**config.mk**
```make
export PLATFORM = sky130hd
export DESIGN_NAME = rational_function_evaluator_unit
export DESIGN_NICKNAME = d
export VERILOG_FILES = /design/src/rtl/rfe_pkg.sv /design/src/rtl/rfe_ram.sv /design/src/rtl/rfe_datapath.sv /design/src/rtl/rfe_ctrl.sv /design/src/rtl/rational_function_evaluator_unit.sv
export SDC_FILE = /design/constraint.sdc
export NUM_CORES = 2
export LEC_CHECK = 0
export BUFFER_PORTS_ARGS = -buffer_cell sky130_fd_sc_hd__buf_2
export CORE_AREA = 2 2 536 325
export DETAILED_ROUTE_END_ITERATION = 16
export DIE_AREA = 0 0 538 327
export MAX_ROUTING_LAYER = met4
export PLACE_DENSITY = 0.75
export SYNTH_ARGS = -nofsm -noshare
export SYNTH_HDL_FRONTEND = slang
export SYNTH_SLANG_ARGS = --single-unit
```
**constraint.sdc**
```tcl
create_clock -name clock -period 9.6 [get_ports clock]
set_input_delay 1.92 -clock clock [delete_from_list [all_inputs] [get_ports clock]]
set_output_delay 1.92 -clock clock [all_outputs]
set_load 0.01 [all_outputs]
```
**src/rtl/rfe_pkg.sv**
```systemverilog
// Shared constants, command/status types and codes for the rational function evaluator.
// Used by every module under rtl/ except rfe_ram.
package rfe_pkg;

   // Number format: signed fixed point, DATA_WIDTH bits with FRAC_BITS fraction bits.
   localparam int DATA_WIDTH = 32;
   localparam int FRAC_BITS  = 16;

   // Coefficient store. Slot numbers wrap by dropping high bits (depth is a power of two).
   localparam int MAX_TERMS = 32;
   localparam int ADDR_W    = $clog2(MAX_TERMS);

   // Field and register widths.
   localparam int IDX_W  = 5;
   localparam int CNT_W  = 5;
   localparam int CSR_IDX_W = 2;

   // Datapath widths.
   localparam int PROD_W    = 2 * DATA_WIDTH;
   localparam int SUM_W     = PROD_W + 1;
   localparam int DVD_W     = DATA_WIDTH + FRAC_BITS;
   localparam int DIV_CNT_W = $clog2(DVD_W);

   // Stream payload widths.
   localparam int REQ_FIELDS_W = IDX_W + 2 * DATA_WIDTH;
   localparam int REQ_TDATA_W  = ((REQ_FIELDS_W + 7) / 8) * 8;
   localparam int RSP_TDATA_W  = ((DATA_WIDTH + 7) / 8) * 8;

   // Opcodes carried in req_tuser.
   localparam logic OP_LOAD = 1'b0;
   localparam logic OP_EVAL = 1'b1;

   // Configuration register indexes.
   localparam logic [CSR_IDX_W-1:0] CSR_NUM_TERMS = 2'd0;
   localparam logic [CSR_IDX_W-1:0] CSR_DEN_TERMS = 2'd1;

   typedef enum logic [4:0] {
      ST_IDLE = 5'b00001,
      ST_MUL  = 5'b00010,
      ST_ACC  = 5'b00100,
      ST_DIV  = 5'b01000,
      ST_OUT  = 5'b10000
   } state_type;

   // Source of the final result.
   typedef enum logic [1:0] {
      SEL_NUM  = 2'd0,
      SEL_ZDEN = 2'd1,
      SEL_QUOT = 2'd2
   } sel_type;

   typedef struct packed {
      logic    start;     // latch x, clear accumulator and flag
      logic    mul;       // product <= x * acc
      logic    acc;       // acc <= sat(coef + product >>> FRAC_BITS)
      logic    save_num;  // num <= acc, acc <= 0
      logic    div_init;  // load divider from num and acc
      logic    div_step;  // one restoring division step
      logic    out_load;  // load result register
      sel_type sel;
   } rfe_cmd_type;

   typedef struct packed {
      logic acc_zero;
   } rfe_status_type;

endpackage

```
**src/rtl/rfe_ram.sv**
```systemverilog
// Generic single-write, single-read RAM with registered read data.
// No dependencies.
module rfe_ram #(
   parameter int WIDTH = 32,
   parameter int DEPTH = 32
) (
   input  logic                     clock,
   input  logic                     we,
   input  logic [$clog2(DEPTH)-1:0] waddr,
   input  logic [WIDTH-1:0]         wdata,
   input  logic [$clog2(DEPTH)-1:0] raddr,
   output logic [WIDTH-1:0]         rdata
);

   logic [WIDTH-1:0] mem_ff [DEPTH];
   logic [WIDTH-1:0] rdata_ff;

   always_ff @(posedge clock) begin
      if (we) begin
         mem_ff[waddr] <= wdata;
      end
      rdata_ff <= mem_ff[raddr];
   end

   assign rdata = rdata_ff;

endmodule

```
**src/rtl/rfe_datapath.sv**
```systemverilog
// Datapath: Horner multiply-accumulate, bit-serial divider, result register.
// Depends on rfe_pkg; driven by rfe_ctrl commands.
module rfe_datapath
   import rfe_pkg::*;
(
   input  logic                         clock,
   input  rfe_cmd_type                  cmd,
   input  logic signed [DATA_WIDTH-1:0] x_value,
   input  logic signed [DATA_WIDTH-1:0] coef,
   output rfe_status_type               status,
   output logic signed [DATA_WIDTH-1:0] result_value,
   output logic                         overflow_flag
);

   logic signed [DATA_WIDTH-1:0] x_ff, x_in;
   logic signed [DATA_WIDTH-1:0] acc_ff, acc_in;
   logic signed [PROD_W-1:0]     prod_ff, prod_in;
   logic signed [DATA_WIDTH-1:0] num_ff, num_in;
   logic                         ov_ff, ov_in;
   logic [DATA_WIDTH-1:0]        rem_ff, rem_in;
   logic [DATA_WIDTH-1:0]        dvs_ff, dvs_in;
   logic [DVD_W-1:0]             dvd_ff, dvd_in;
   logic                         neg_ff, neg_in;
   logic signed [DATA_WIDTH-1:0] res_ff, res_in;
   logic                         res_ov_ff, res_ov_in;

   logic signed [PROD_W-1:0] shifted;
   logic signed [SUM_W-1:0]  sum;
   logic                     sum_ovf;
   logic signed [DATA_WIDTH-1:0] sum_sat;
   logic [DATA_WIDTH:0]      trial;
   logic [DATA_WIDTH:0]      diff;
   logic [DATA_WIDTH-1:0]    num_mag;
   logic [DATA_WIDTH-1:0]    den_mag;
   logic                     q_ovf;
   logic signed [DATA_WIDTH-1:0] q_val;

   localparam logic signed [DATA_WIDTH-1:0] VAL_MAX = {1'b0, {(DATA_WIDTH-1){1'b1}}};
   localparam logic signed [DATA_WIDTH-1:0] VAL_MIN = {1'b1, {(DATA_WIDTH-1){1'b0}}};
   localparam logic [DVD_W-1:0] NEG_LIMIT = DVD_W'(1) << (DATA_WIDTH - 1);

   // Horner step: floor shift of the product, add the coefficient, clamp.
   always_comb begin
      shifted = prod_ff >>> FRAC_BITS;
      sum     = {shifted[PROD_W-1], shifted}
              + {{(SUM_W-DATA_WIDTH){coef[DATA_WIDTH-1]}}, coef};
      sum_ovf = (sum[SUM_W-1:DATA_WIDTH-1] != {(SUM_W-DATA_WIDTH+1){1'b0}})
             && (sum[SUM_W-1:DATA_WIDTH-1] != {(SUM_W-DATA_WIDTH+1){1'b1}});
      if (sum_ovf) begin
         sum_sat = sum[SUM_W-1] ? VAL_MIN : VAL_MAX;
      end else begin
         sum_sat = sum[DATA_WIDTH-1:0];
      end
   end

   // Divider step and final quotient clamp.
   always_comb begin
      num_mag = num_ff[DATA_WIDTH-1] ? DATA_WIDTH'(-num_ff) : DATA_WIDTH'(num_ff);
      den_mag = acc_ff[DATA_WIDTH-1] ? DATA_WIDTH'(-acc_ff) : DATA_WIDTH'(acc_ff);
      trial   = {rem_ff, dvd_ff[DVD_W-1]};
      diff    = trial - {1'b0, dvs_ff};
      if (neg_ff) begin
         q_ovf = dvd_ff > NEG_LIMIT;
         q_val = q_ovf ? VAL_MIN : DATA_WIDTH'(-dvd_ff[DATA_WIDTH-1:0]);
      end else begin
         q_ovf = dvd_ff[DVD_W-1:DATA_WIDTH-1] != '0;
         q_val = q_ovf ? VAL_MAX : dvd_ff[DATA_WIDTH-1:0];
      end
   end

   always_comb begin
      x_in      = x_ff;
      acc_in    = acc_ff;
      prod_in   = prod_ff;
      num_in    = num_ff;
      ov_in     = ov_ff;
      rem_in    = rem_ff;
      dvs_in    = dvs_ff;
      dvd_in    = dvd_ff;
      neg_in    = neg_ff;
      res_in    = res_ff;
      res_ov_in = res_ov_ff;
      if (cmd.start) begin
         x_in   = x_value;
         acc_in = '0;
         ov_in  = 1'b0;
      end
      if (cmd.mul) begin
         prod_in = PROD_W'(x_ff) * PROD_W'(acc_ff);
      end
      if (cmd.acc) begin
         acc_in = sum_sat;
         ov_in  = ov_ff | sum_ovf;
      end
      if (cmd.save_num) begin
         num_in = acc_ff;
         acc_in = '0;
      end
      if (cmd.div_init) begin
         rem_in = '0;
         dvs_in = den_mag;
         dvd_in = {num_mag, {FRAC_BITS{1'b0}}};
         neg_in = num_ff[DATA_WIDTH-1] ^ acc_ff[DATA_WIDTH-1];
      end
      if (cmd.div_step) begin
         if (!diff[DATA_WIDTH]) begin
            rem_in = diff[DATA_WIDTH-1:0];
            dvd_in = {dvd_ff[DVD_W-2:0], 1'b1};
         end else begin
            rem_in = trial[DATA_WIDTH-1:0];
            dvd_in = {dvd_ff[DVD_W-2:0], 1'b0};
         end
      end
      if (cmd.out_load) begin
         case (cmd.sel)
            SEL_NUM: begin
               res_in    = num_ff;
               res_ov_in = ov_ff;
            end
            SEL_ZDEN: begin
               res_in    = num_ff[DATA_WIDTH-1] ? VAL_MIN : VAL_MAX;
               res_ov_in = 1'b1;
            end
            SEL_QUOT: begin
               res_in    = q_val;
               res_ov_in = ov_ff | q_ovf;
            end
            default: begin
               res_in    = num_ff;
               res_ov_in = ov_ff;
            end
         endcase
      end
   end

   always_ff @(posedge clock) begin
      x_ff      <= x_in;
      acc_ff    <= acc_in;
      prod_ff   <= prod_in;
      num_ff    <= num_in;
      ov_ff     <= ov_in;
      rem_ff    <= rem_in;
      dvs_ff    <= dvs_in;
      dvd_ff    <= dvd_in;
      neg_ff    <= neg_in;
      res_ff    <= res_in;
      res_ov_ff <= res_ov_in;
   end

   assign status.acc_zero = (acc_ff == '0);
   assign result_value    = res_ff;
   assign overflow_flag   = res_ov_ff;

endmodule

```
**src/rtl/rfe_ctrl.sv**
```systemverilog
// Controller FSM: sequences Horner passes, division and result handoff.
// Depends on rfe_pkg; commands rfe_datapath and the coefficient RAM read port.
module rfe_ctrl
   import rfe_pkg::*;
(
   input  logic              clock,
   input  logic              reset,
   input  logic              req_tvalid,
   input  logic              req_opcode,
   output logic              req_tready,
   input  logic [CNT_W-1:0]  num_terms,
   input  logic [CNT_W-1:0]  den_terms,
   input  logic              rsp_tready,
   output logic              rsp_tvalid,
   output logic [ADDR_W-1:0] rd_addr,
   output rfe_cmd_type       cmd,
   input  rfe_status_type    status
);

   state_type              state_ff, state_in;
   logic [CNT_W-1:0]       k_ff, k_in;
   logic [CNT_W-1:0]       first_ff, first_in;
   logic                   den_ff, den_in;
   logic [DIV_CNT_W-1:0]   div_cnt_ff, div_cnt_in;
   sel_type                sel_ff, sel_in;
   logic                   rsp_valid_ff, rsp_valid_in;
   logic [CNT_W:0]         slot;

   localparam logic [DIV_CNT_W-1:0] DIV_LAST = DIV_CNT_W'(DVD_W - 1);

   // Slot of the current term, modulo the store depth.
   assign slot    = {1'b0, first_ff} + {1'b0, k_ff} - (CNT_W+1)'(1);
   assign rd_addr = slot[ADDR_W-1:0];

   always_comb begin
      state_in   = state_ff;
      k_in       = k_ff;
      first_in   = first_ff;
      den_in     = den_ff;
      div_cnt_in = div_cnt_ff;
      sel_in     = sel_ff;
      cmd        = '0;
      cmd.sel    = sel_ff;
      req_tready = 1'b0;
      case (state_ff)
         ST_IDLE: begin
            req_tready = 1'b1;
            if (req_tvalid && (req_opcode == OP_EVAL)) begin
               cmd.start = 1'b1;
               k_in      = num_terms;
               first_in  = '0;
               den_in    = 1'b0;
               state_in  = ST_MUL;
            end
         end
         ST_MUL: begin
            if (k_ff != '0) begin
               cmd.mul  = 1'b1;
               state_in = ST_ACC;
            end else if (!den_ff) begin
               cmd.save_num = 1'b1;
               if (den_terms < CNT_W'(2)) begin
                  sel_in   = SEL_NUM;
                  state_in = ST_OUT;
               end else begin
                  den_in   = 1'b1;
                  k_in     = den_terms;
                  first_in = num_terms;
               end
            end else if (status.acc_zero) begin
               sel_in   = SEL_ZDEN;
               state_in = ST_OUT;
            end else begin
               cmd.div_init = 1'b1;
               div_cnt_in   = '0;
               state_in     = ST_DIV;
            end
         end
         ST_ACC: begin
            cmd.acc  = 1'b1;
            k_in     = k_ff - CNT_W'(1);
            state_in = ST_MUL;
         end
         ST_DIV: begin
            cmd.div_step = 1'b1;
            div_cnt_in   = div_cnt_ff + DIV_CNT_W'(1);
            if (div_cnt_ff == DIV_LAST) begin
               sel_in   = SEL_QUOT;
               state_in = ST_OUT;
            end
         end
         ST_OUT: begin
            if (!rsp_valid_ff || rsp_tready) begin
               cmd.out_load = 1'b1;
               state_in     = ST_IDLE;
            end
         end
         default: begin
            state_in = ST_IDLE;
         end
      endcase
   end

   always_comb begin
      if (cmd.out_load) begin
         rsp_valid_in = 1'b1;
      end else if (rsp_tready) begin
         rsp_valid_in = 1'b0;
      end else begin
         rsp_valid_in = rsp_valid_ff;
      end
   end

   always_ff @(posedge clock) begin
      if (reset) begin
         state_ff     <= ST_IDLE;
         rsp_valid_ff <= 1'b0;
      end else begin
         state_ff     <= state_in;
         rsp_valid_ff <= rsp_valid_in;
      end
      k_ff       <= k_in;
      first_ff   <= first_in;
      den_ff     <= den_in;
      div_cnt_ff <= div_cnt_in;
      sel_ff     <= sel_in;
   end

   assign rsp_tvalid = rsp_valid_ff;

endmodule

```
**src/rtl/rational_function_evaluator_unit.sv**
```systemverilog
// Top level of the rational function evaluator: P(x)/Q(x) in signed Q16.16.
// Depends on rfe_pkg, rfe_ram, rfe_ctrl and rfe_datapath.
//
// Usage:
//  - req channel: one transaction is a load (req_tuser = 0) that writes one coefficient
//    slot, or an evaluate (req_tuser = 1) at x. Numerator coefficients sit in slots
//    0 .. N-1, denominator coefficients in N .. N+D-1, constant term first.
//  - rsp channel: one transaction per evaluate, none per load. rsp_tuser flags
//    saturation anywhere in the computation or a zero denominator.
//  - csr port: numerator_terms (N) and denominator_terms (D); write only while idle.
//    D below 2 returns the numerator polynomial alone.
//  - Load: the unit stays idle, so the next transaction can follow immediately.
//  - Evaluate: each Horner term runs through ST_MUL (registered RAM read plus
//    multiply), then ST_ACC (add/clamp). A rational evaluate then runs a 48-step
//    restoring divider, one quotient bit a cycle; a zero denominator skips it.
//  - Only one evaluate is in flight. A finished result waits in the output register
//    while rsp_tready is low; a new request is still taken, and its own result is
//    held back until the previous one has gone.
//  - Reset (synchronous) idles the sequencer, drops rsp_tvalid and restores N = 1,
//    D = 0. Coefficient slots are not cleared; load them before use.
module rational_function_evaluator_unit
   import rfe_pkg::*;
(
   input  logic                   clock,
   input  logic                   reset,
   // request stream
   input  logic                   req_tvalid,
   output logic                   req_tready,
   // [4:0] coef_index, [36:5] coef_value, [68:37] x_value, [71:69] zero
   input  logic [REQ_TDATA_W-1:0] req_tdata,
   // [0] opcode
   input  logic                   req_tuser,
   // response stream
   output logic                   rsp_tvalid,
   input  logic                   rsp_tready,
   // [31:0] result_value
   output logic [RSP_TDATA_W-1:0] rsp_tdata,
   // [0] overflow_flag
   output logic                   rsp_tuser,
   // configuration writes
   input  logic                   csr_we,
   input  logic [CSR_IDX_W-1:0]   csr_index,
   input  logic [CNT_W-1:0]       csr_wdata
);

   logic [IDX_W-1:0]             req_coef_index;
   logic signed [DATA_WIDTH-1:0] req_coef_value;
   logic signed [DATA_WIDTH-1:0] req_x_value;

   logic [CNT_W-1:0] num_terms_ff, num_terms_in;
   logic [CNT_W-1:0] den_terms_ff, den_terms_in;

   logic                         coef_we;
   logic [ADDR_W-1:0]            rd_addr;
   logic signed [DATA_WIDTH-1:0] coef_rdata;
   rfe_cmd_type                  cmd;
   rfe_status_type               status;
   logic signed [DATA_WIDTH-1:0] result_value;
   logic                         overflow_flag;

   // Request unpacking.
   assign req_coef_index = req_tdata[IDX_W-1:0];
   assign req_coef_value = req_tdata[IDX_W+DATA_WIDTH-1:IDX_W];
   assign req_x_value    = req_tdata[IDX_W+2*DATA_WIDTH-1:IDX_W+DATA_WIDTH];

   // Configuration registers; unknown indexes are dropped.
   always_comb begin
      num_terms_in = num_terms_ff;
      den_terms_in = den_terms_ff;
      if (csr_we) begin
         case (csr_index)
            CSR_NUM_TERMS: num_terms_in = csr_wdata;
            CSR_DEN_TERMS: den_terms_in = csr_wdata;
            default: begin
            end
         endcase
      end
   end

   always_ff @(posedge clock) begin
      if (reset) begin
         num_terms_ff <= CNT_W'(1);
         den_terms_ff <= '0;
      end else begin
         num_terms_ff <= num_terms_in;
         den_terms_ff <= den_terms_in;
      end
   end

   // Loads go straight into the store; a slot past the store is ignored.
   assign coef_we = req_tvalid && req_tready && (req_tuser == OP_LOAD)
                 && (32'(req_coef_index) < MAX_TERMS);

   rfe_ram #(
      .WIDTH (DATA_WIDTH),
      .DEPTH (MAX_TERMS)
   ) u_coef_ram (
      .clock (clock),
      .we    (coef_we),
      .waddr (req_coef_index[ADDR_W-1:0]),
      .wdata (req_coef_value),
      .raddr (rd_addr),
      .rdata (coef_rdata)
   );

   rfe_ctrl u_ctrl (
      .clock      (clock),
      .reset      (reset),
      .req_tvalid (req_tvalid),
      .req_opcode (req_tuser),
      .req_tready (req_tready),
      .num_terms  (num_terms_ff),
      .den_terms  (den_terms_ff),
      .rsp_tready (rsp_tready),
      .rsp_tvalid (rsp_tvalid),
      .rd_addr    (rd_addr),
      .cmd        (cmd),
      .status     (status)
   );

   rfe_datapath u_dp (
      .clock         (clock),
      .cmd           (cmd),
      .x_value       (req_x_value),
      .coef          (coef_rdata),
      .status        (status),
      .result_value  (result_value),
      .overflow_flag (overflow_flag)
   );

   assign rsp_tdata = RSP_TDATA_W'(result_value);
   assign rsp_tuser = overflow_flag;

endmodule

```
---- Word-level counts from Yosys, hierarchy flattened ----
Memories as Yosys holds them, arrays and structs flattened. A register that Yosys moved wholly into a read port is not among the register bits.
Cells that the tools add are included.
word-level totals
  flip-flop bits (word level) ............. 342
  memories ................................ 1
  output and inout port bits .............. 35
  RAM bits ................................ 1024
  bits of input ports ..................... 85
  logic and storage cells ................. 156
cells by class
  eq/ne operators ......................... 21
  bitwise gates (word level) .............. 4
  $add $sub $neg .......................... 9
  muxes and demuxes ....................... 72
  $lt $le $gt $ge ......................... 2
  multiply operators ...................... 1
  reductions and logical operators ........ 25
memories
  name               depth  bits a word  read ports  clocked after memory_dff  wr ports  line           source
  u_coef_ram.mem_ff  32     32           1           1                         1         rfe_ram.sv:15  logic [WIDTH-1:0] mem_ff [DEPTH];
operator list
  operator                                                                           count
  32-bit two-way mux                                                                 12
  48-bit two-way mux                                                                 2
  32-bit negator                                                                     3
  5-bit two-way mux                                                                  15
  32-bit by 32-bit multiplier with 64-bit output                                     1
  32-bit one-hot mux with 2 select lines                                             1
  48-bit by 32-bit adder with 49-bit output                                          1
  48-bit by 32-bit greater-than comparator with 1-bit output, second input constant  1
  34-bit != test, second input constant                                              1
  34-bit nonzero test                                                                1
  33-bit by 32-bit subtractor with 33-bit output                                     1
  32-bit zero test                                                                   1
  31-bit two-way mux                                                                 1
  5-bit one-hot mux with 5 select lines                                              1
  1-bit two-way mux                                                                  24
  6-bit two-way mux                                                                  3
  17-bit nonzero test                                                                1
  5-bit one-hot mux with 3 select lines                                              1
  5-bit AND reduction                                                                3
  2-bit two-way mux                                                                  7
  6-bit one-hot mux with 2 select lines                                              1
  5-bit one-hot mux with 2 select lines                                              1
  2-bit nonzero test                                                                 5
  5-bit by 1-bit subtractor with 5-bit output, second input constant                 2
  30 further kinds                                                                   44

---- Longest topological paths before layout ----
  word-level depth ........................ 7
  mapped depth ............................ 32
  depth with buffers taken out ............ 29

---- By module ----
Synthesis repeated with hierarchy kept, for this count alone.
second synthesis, totals
  cell total of the unflattened synthesis .. 8008
  area, all modules ....................... 96015.8 um^2
modules (own cells, without submodules)
  module                            times used  area an instance (um^2)  cells each
  rfe_datapath                      1           53497.6                  5553
  rfe_ram                           1           40492.6                  2260
  rfe_ctrl                          1           1587.8                   154
  rational_function_evaluator_unit  1           437.9                    41

---- Least setup slack after synthesis ----
No wires, ideal clock.
  path type ............................... reg-to-reg
  start ................................... register u_dp.acc_ff[2]
  end ..................................... register u_dp.prod_ff[63], data pin
  library setup time ...................... 260 ps
  required time ........................... 9340 ps
  slack ................................... 1323 ps
  cell stages (with the launch flop) ...... 33
  arrival time ............................ 8018 ps
  cells stage by stage .................... dfxtp_1 clkbuf_1 clkbuf_1 nand2_1 inv_1 fa_1 inv_1 fa_1 inv_1 fa_1 fa_1 inv_1 fa_1 inv_1 fa_1 inv_1 fa_1 inv_1 fa_1 ha_1 clkbuf_1 a21o_1 a21o_1 a21o_1 a21oi_1 nor2b_1 o21ai_0 nand2b_1 a21oi_1 o31ai_1 a21oi_1 o21bai_1 xnor2_1
on the way
  word-level cells in the longest chain between the ends .. 1
ends and longest elaborated chain
  item                                            line                 source
  from (decl)                                     rfe_datapath.sv:16   logic signed [DATA_WIDTH-1:0] acc_ff, acc_in;
  from (signal assigned)                          rfe_datapath.sv:138  acc_ff <= acc_in;
  32-bit by 32-bit multiplier with 64-bit output  rfe_datapath.sv:89   prod_in = PROD_W'(x_ff) * PROD_W'(acc_ff);
  to (signal assigned)                            rfe_datapath.sv:139  prod_ff <= prod_in;
  to (decl)                                       rfe_datapath.sv:17   logic signed [PROD_W-1:0] prod_ff, prod_in;
Every way passes these cells.
A chain may end at the register's enable or synchronous reset.

---- Final worst setup path ----
  start ................................... register u_dp.acc_ff[11]
  end ..................................... register u_dp.prod_ff[60], data pin
Same word-level chain as after synthesis.

==> results.sh <==
export IMPL_status="complete, no violations"
export IMPL_netlist_area_um2=93600
export IMPL_largest_register="u_coef_ram.mem_ff"
export IMPL_hpwl_um=171000
export IMPL_synth_edff_count=1302
export IMPL_tightest_slew_ns=1.39
export IMPL_numPortBuffers=116
export IMPL_fp_dieW_um=538
export IMPL_dr_total_vias=58100
export IMPL_dr_pass1_iters=6
export IMPL_p_total_mw=25.0
export IMPL_largest_reg_flops=1024
export IMPL_cts_repair_resized=0
export IMPL_drcViolationCount=0
export IMPL_synthArstFlopShare=0
export IMPL_cp_arrival_ns=9.81
export IMPL_cts_tree="done"
export IMPL_seq_area_frac_synth=0.435
export IMPL_yosysTopAreaCellShare=0.418
export IMPL_ys_types=88
export IMPL_post_drt_wl_per_cell_um=25.7
export IMPL_maxCapViolCount=0
export IMPL_maxSlewHeadroom=0.0742
export IMPL_final_antenna_net_count=0
export IMPL_reg_top3="u_coef_ram.mem_ff (1024), u_dp.dvd_ff (48), u_dp.prod_ff (48)"
export IMPL_skew_ns=0.103
export IMPL_grt_max_degree=104
export IMPL_dr_first_iter_drc_count=7472
export IMPL_nets=8642
export IMPL_antenna_found_initial=20
export IMPL_routed_wirelength_um=247000
export IMPL_start_util=0.546
export IMPL_grt_usage=0.296
export IMPL_vias_per_cell=6.04
export IMPL_post_cts_buffers=0
export IMPL_dp_slack_ns=0.760
export IMPL_cts_max_level=3
export IMPL_cts_root_buf="clkbuf_16"
export IMPL_clock_path_buffers=3
export IMPL_hold_viol=0
export IMPL_synth_warnings=0
export IMPL_hp_class="reg -> reg"
export IMPL_rsz0062_at_grt="no"
export IMPL_slew_violations=0
export IMPL_critPathLaunchType="flip-flop"
export IMPL_grt_pass1_vias=59200
export IMPL_clk_pin_slew_ns=0.07
export IMPL_period_needed_ns=9.26
export IMPL_core_um2=171000
export IMPL_numCtsBuffers=118
export IMPL_setup_ws_ns=0.339
export IMPL_worst_setup_path_type="reg -> reg"
export IMPL_setup_viol=0
export IMPL_syn_num_nets=8581
export IMPL_syn2layout_area_growth_pct=8.72
export IMPL_grt_ovfl_total=0
export IMPL_avgSynthCellArea_um2=13.1
export IMPL_yosys_most_used_dff="edfxtp_1"
export IMPL_die_area_um2=176000
export IMPL_synth_top_area_cell="edfxtp_1"
export IMPL_p_leak_nw=40.5
export IMPL_finalCritPeriodShare=0.965
export IMPL_worst_ep_required_time_ns=10.15
export IMPL_synth_area_leaders="edfxtp_1 42%, fa_1 23%, mux4_2 7.7%"
export IMPL_clock_fmax_ghz=0.108
export IMPL_hold_buffers=0
export IMPL_worstSkewPairLatency_ns=0.79
export IMPL_vdd_drop_max_uv=334
export IMPL_gp_congestion=0.947
export IMPL_yosys_register_bits=1382
export IMPL_io_pins=120
export IMPL_cts_sinks=1382
export IMPL_grt_pass1_wl_um=375000
export IMPL_p_per_area_nw_per_um2=245
export IMPL_synthCells=7137
export IMPL_worst_setup_path_end_kind="flip-flop"
export IMPL_fin_setup_tns_ns=0
export IMPL_crit_fanout=15
export IMPL_drive_gt1_frac=0.130
export IMPL_die_h_um=327
export IMPL_row_count=118
final cells by class:
cell class,count,area (um^2)
fill,12900,69500
multi-input combinational,4276,47600
sequential,1382,40700
inverter,1098,4120
clock buffer,146,3190
tap,2280,2850
timing repair buffer,322,2230
clock inverter,80,955
antenna,21,52.6
Yosys cell counts (45+ instances only):
library cell	instances
buf_1	46
nor2b_1	48
xnor2_1	125
inv_1	1097
clkbuf_1	326
a21oi_1	174
edfxtp_1	1302
nand3_1	55
o21ai_0	119
nor2_1	238
xor2_1	67
mux4_2	320
and2_1	530
fa_1	1084
ha_1	275
nand2_1	670
dfxtp_1	80
a21o_1	45
final timing paths:
kind                           startpoint                                to  slack [ns]  depth (start not counted)
max          u_dp.acc_ff[11]$_SDFFE_PP0P_        u_dp.prod_ff[60]$_DFFE_PP_        0.34                         26
max reg2reg  u_dp.acc_ff[11]$_SDFFE_PP0P_        u_dp.prod_ff[60]$_DFFE_PP_        0.34                         26
min          num_terms_ff[0]$_SDFFE_PP1P_  u_ctrl.first_ff[0]$_SDFFCE_PP0P_        0.55                          1
min reg2reg  num_terms_ff[0]$_SDFFE_PP1P_  u_ctrl.first_ff[0]$_SDFFCE_PP0P_        0.55                          1
cell usage in the layout, fill, tap and decap left out, drive strengths merged, types with 11 or more instances in the layout:
master	instances
a211oi	12
a21o	46
a21oi	174
a221o	34
a31oi	14
and2	531
and3	11
buf	322
bufinv	14
clkbuf	146
clkinv	55
dfxtp	80
diode	21
edfxtp	1302
fa	1084
ha	275
inv	1102
mux2	34
mux2i	41
mux4	320
nand2	670
nand2b	34
nand3	56
nand4	25
nor2	238
nor2b	48
nor3	35
nor4	17
o211ai	30
o21a	21
o21ai	119
o21bai	20
o221ai	11
o31ai	27
or2	13
or3	20
or4	19
xnor2	125
xor2	67
per-stage QoR:
step / instances / util / hold WS (ns) / area [um^2]
floorplan: 7137 / - / 0.406 / 93600
global placement: 9358 / 0.570 / 0.502 / 97600
detailed placement: 9358 / 0.570 / 0.533 / 97600
CTS: 9584 / 0.594 / 0.541 / 102000
global route: 9601 / 0.594 / 0.558 / 102000
finish: 9605 / 0.594 / 0.554 / 102000
cells by family (layout without fill, tap and decap cells):
logic type | after synthesis | count (layout) | synth area share
buf+inv | 1479 | 1646 | 0.0598
fa+ha+maj | 1359 | 1359 | 0.269
other cells | 0 | 21 | 0
compound gates | 586 | 586 | 0.0411
flops | 1382 | 1382 | 0.435
xor+xnor | 192 | 192 | 0.0180
mux | 395 | 395 | 0.0855
simple gates | 1744 | 1744 | 0.0922
power breakdown:
| group | total [mW] | switching, mW | internal [mW] |
|---|---|---|---|
| combinational | 12.5 | 7.14 | 5.32 |
| clock | 5.10 | 2.33 | 2.77 |
| sequential | 7.39 | 0.390 | 7.00 |
metal layers:
metal  GRT usage  share of wire
met5           -              0
met4      0.0520          0.017
met3      0.0772           0.13
met2       0.407           0.43
met1       0.449           0.42
worst max-delay path, stage by stage (launching register included):
cell and delay, ns:
dfxtp_1 1.04, buf_4 0.36, and2_1 0.20, fa_1 0.45
fa_1 0.50, inv_1 0.05, fa_1 0.54, fa_1 0.54
inv_1 0.06, fa_1 0.56, fa_1 0.44, fa_1 0.54
fa_1 0.45, ha_1 0.37, a21o_1 0.13, a21o_1 0.11
a21oi_1 0.09, nor2b_1 0.15, o21ai_0 0.26, nand4_1 0.24
o21ai_0 0.32, a31oi_1 0.13, buf_4 0.16, o31ai_1 0.58
a221o_1 0.29, a21oi_1 0.09, xnor2_1 0.32
Note: power is estimated with default switching activity, not from simulation.
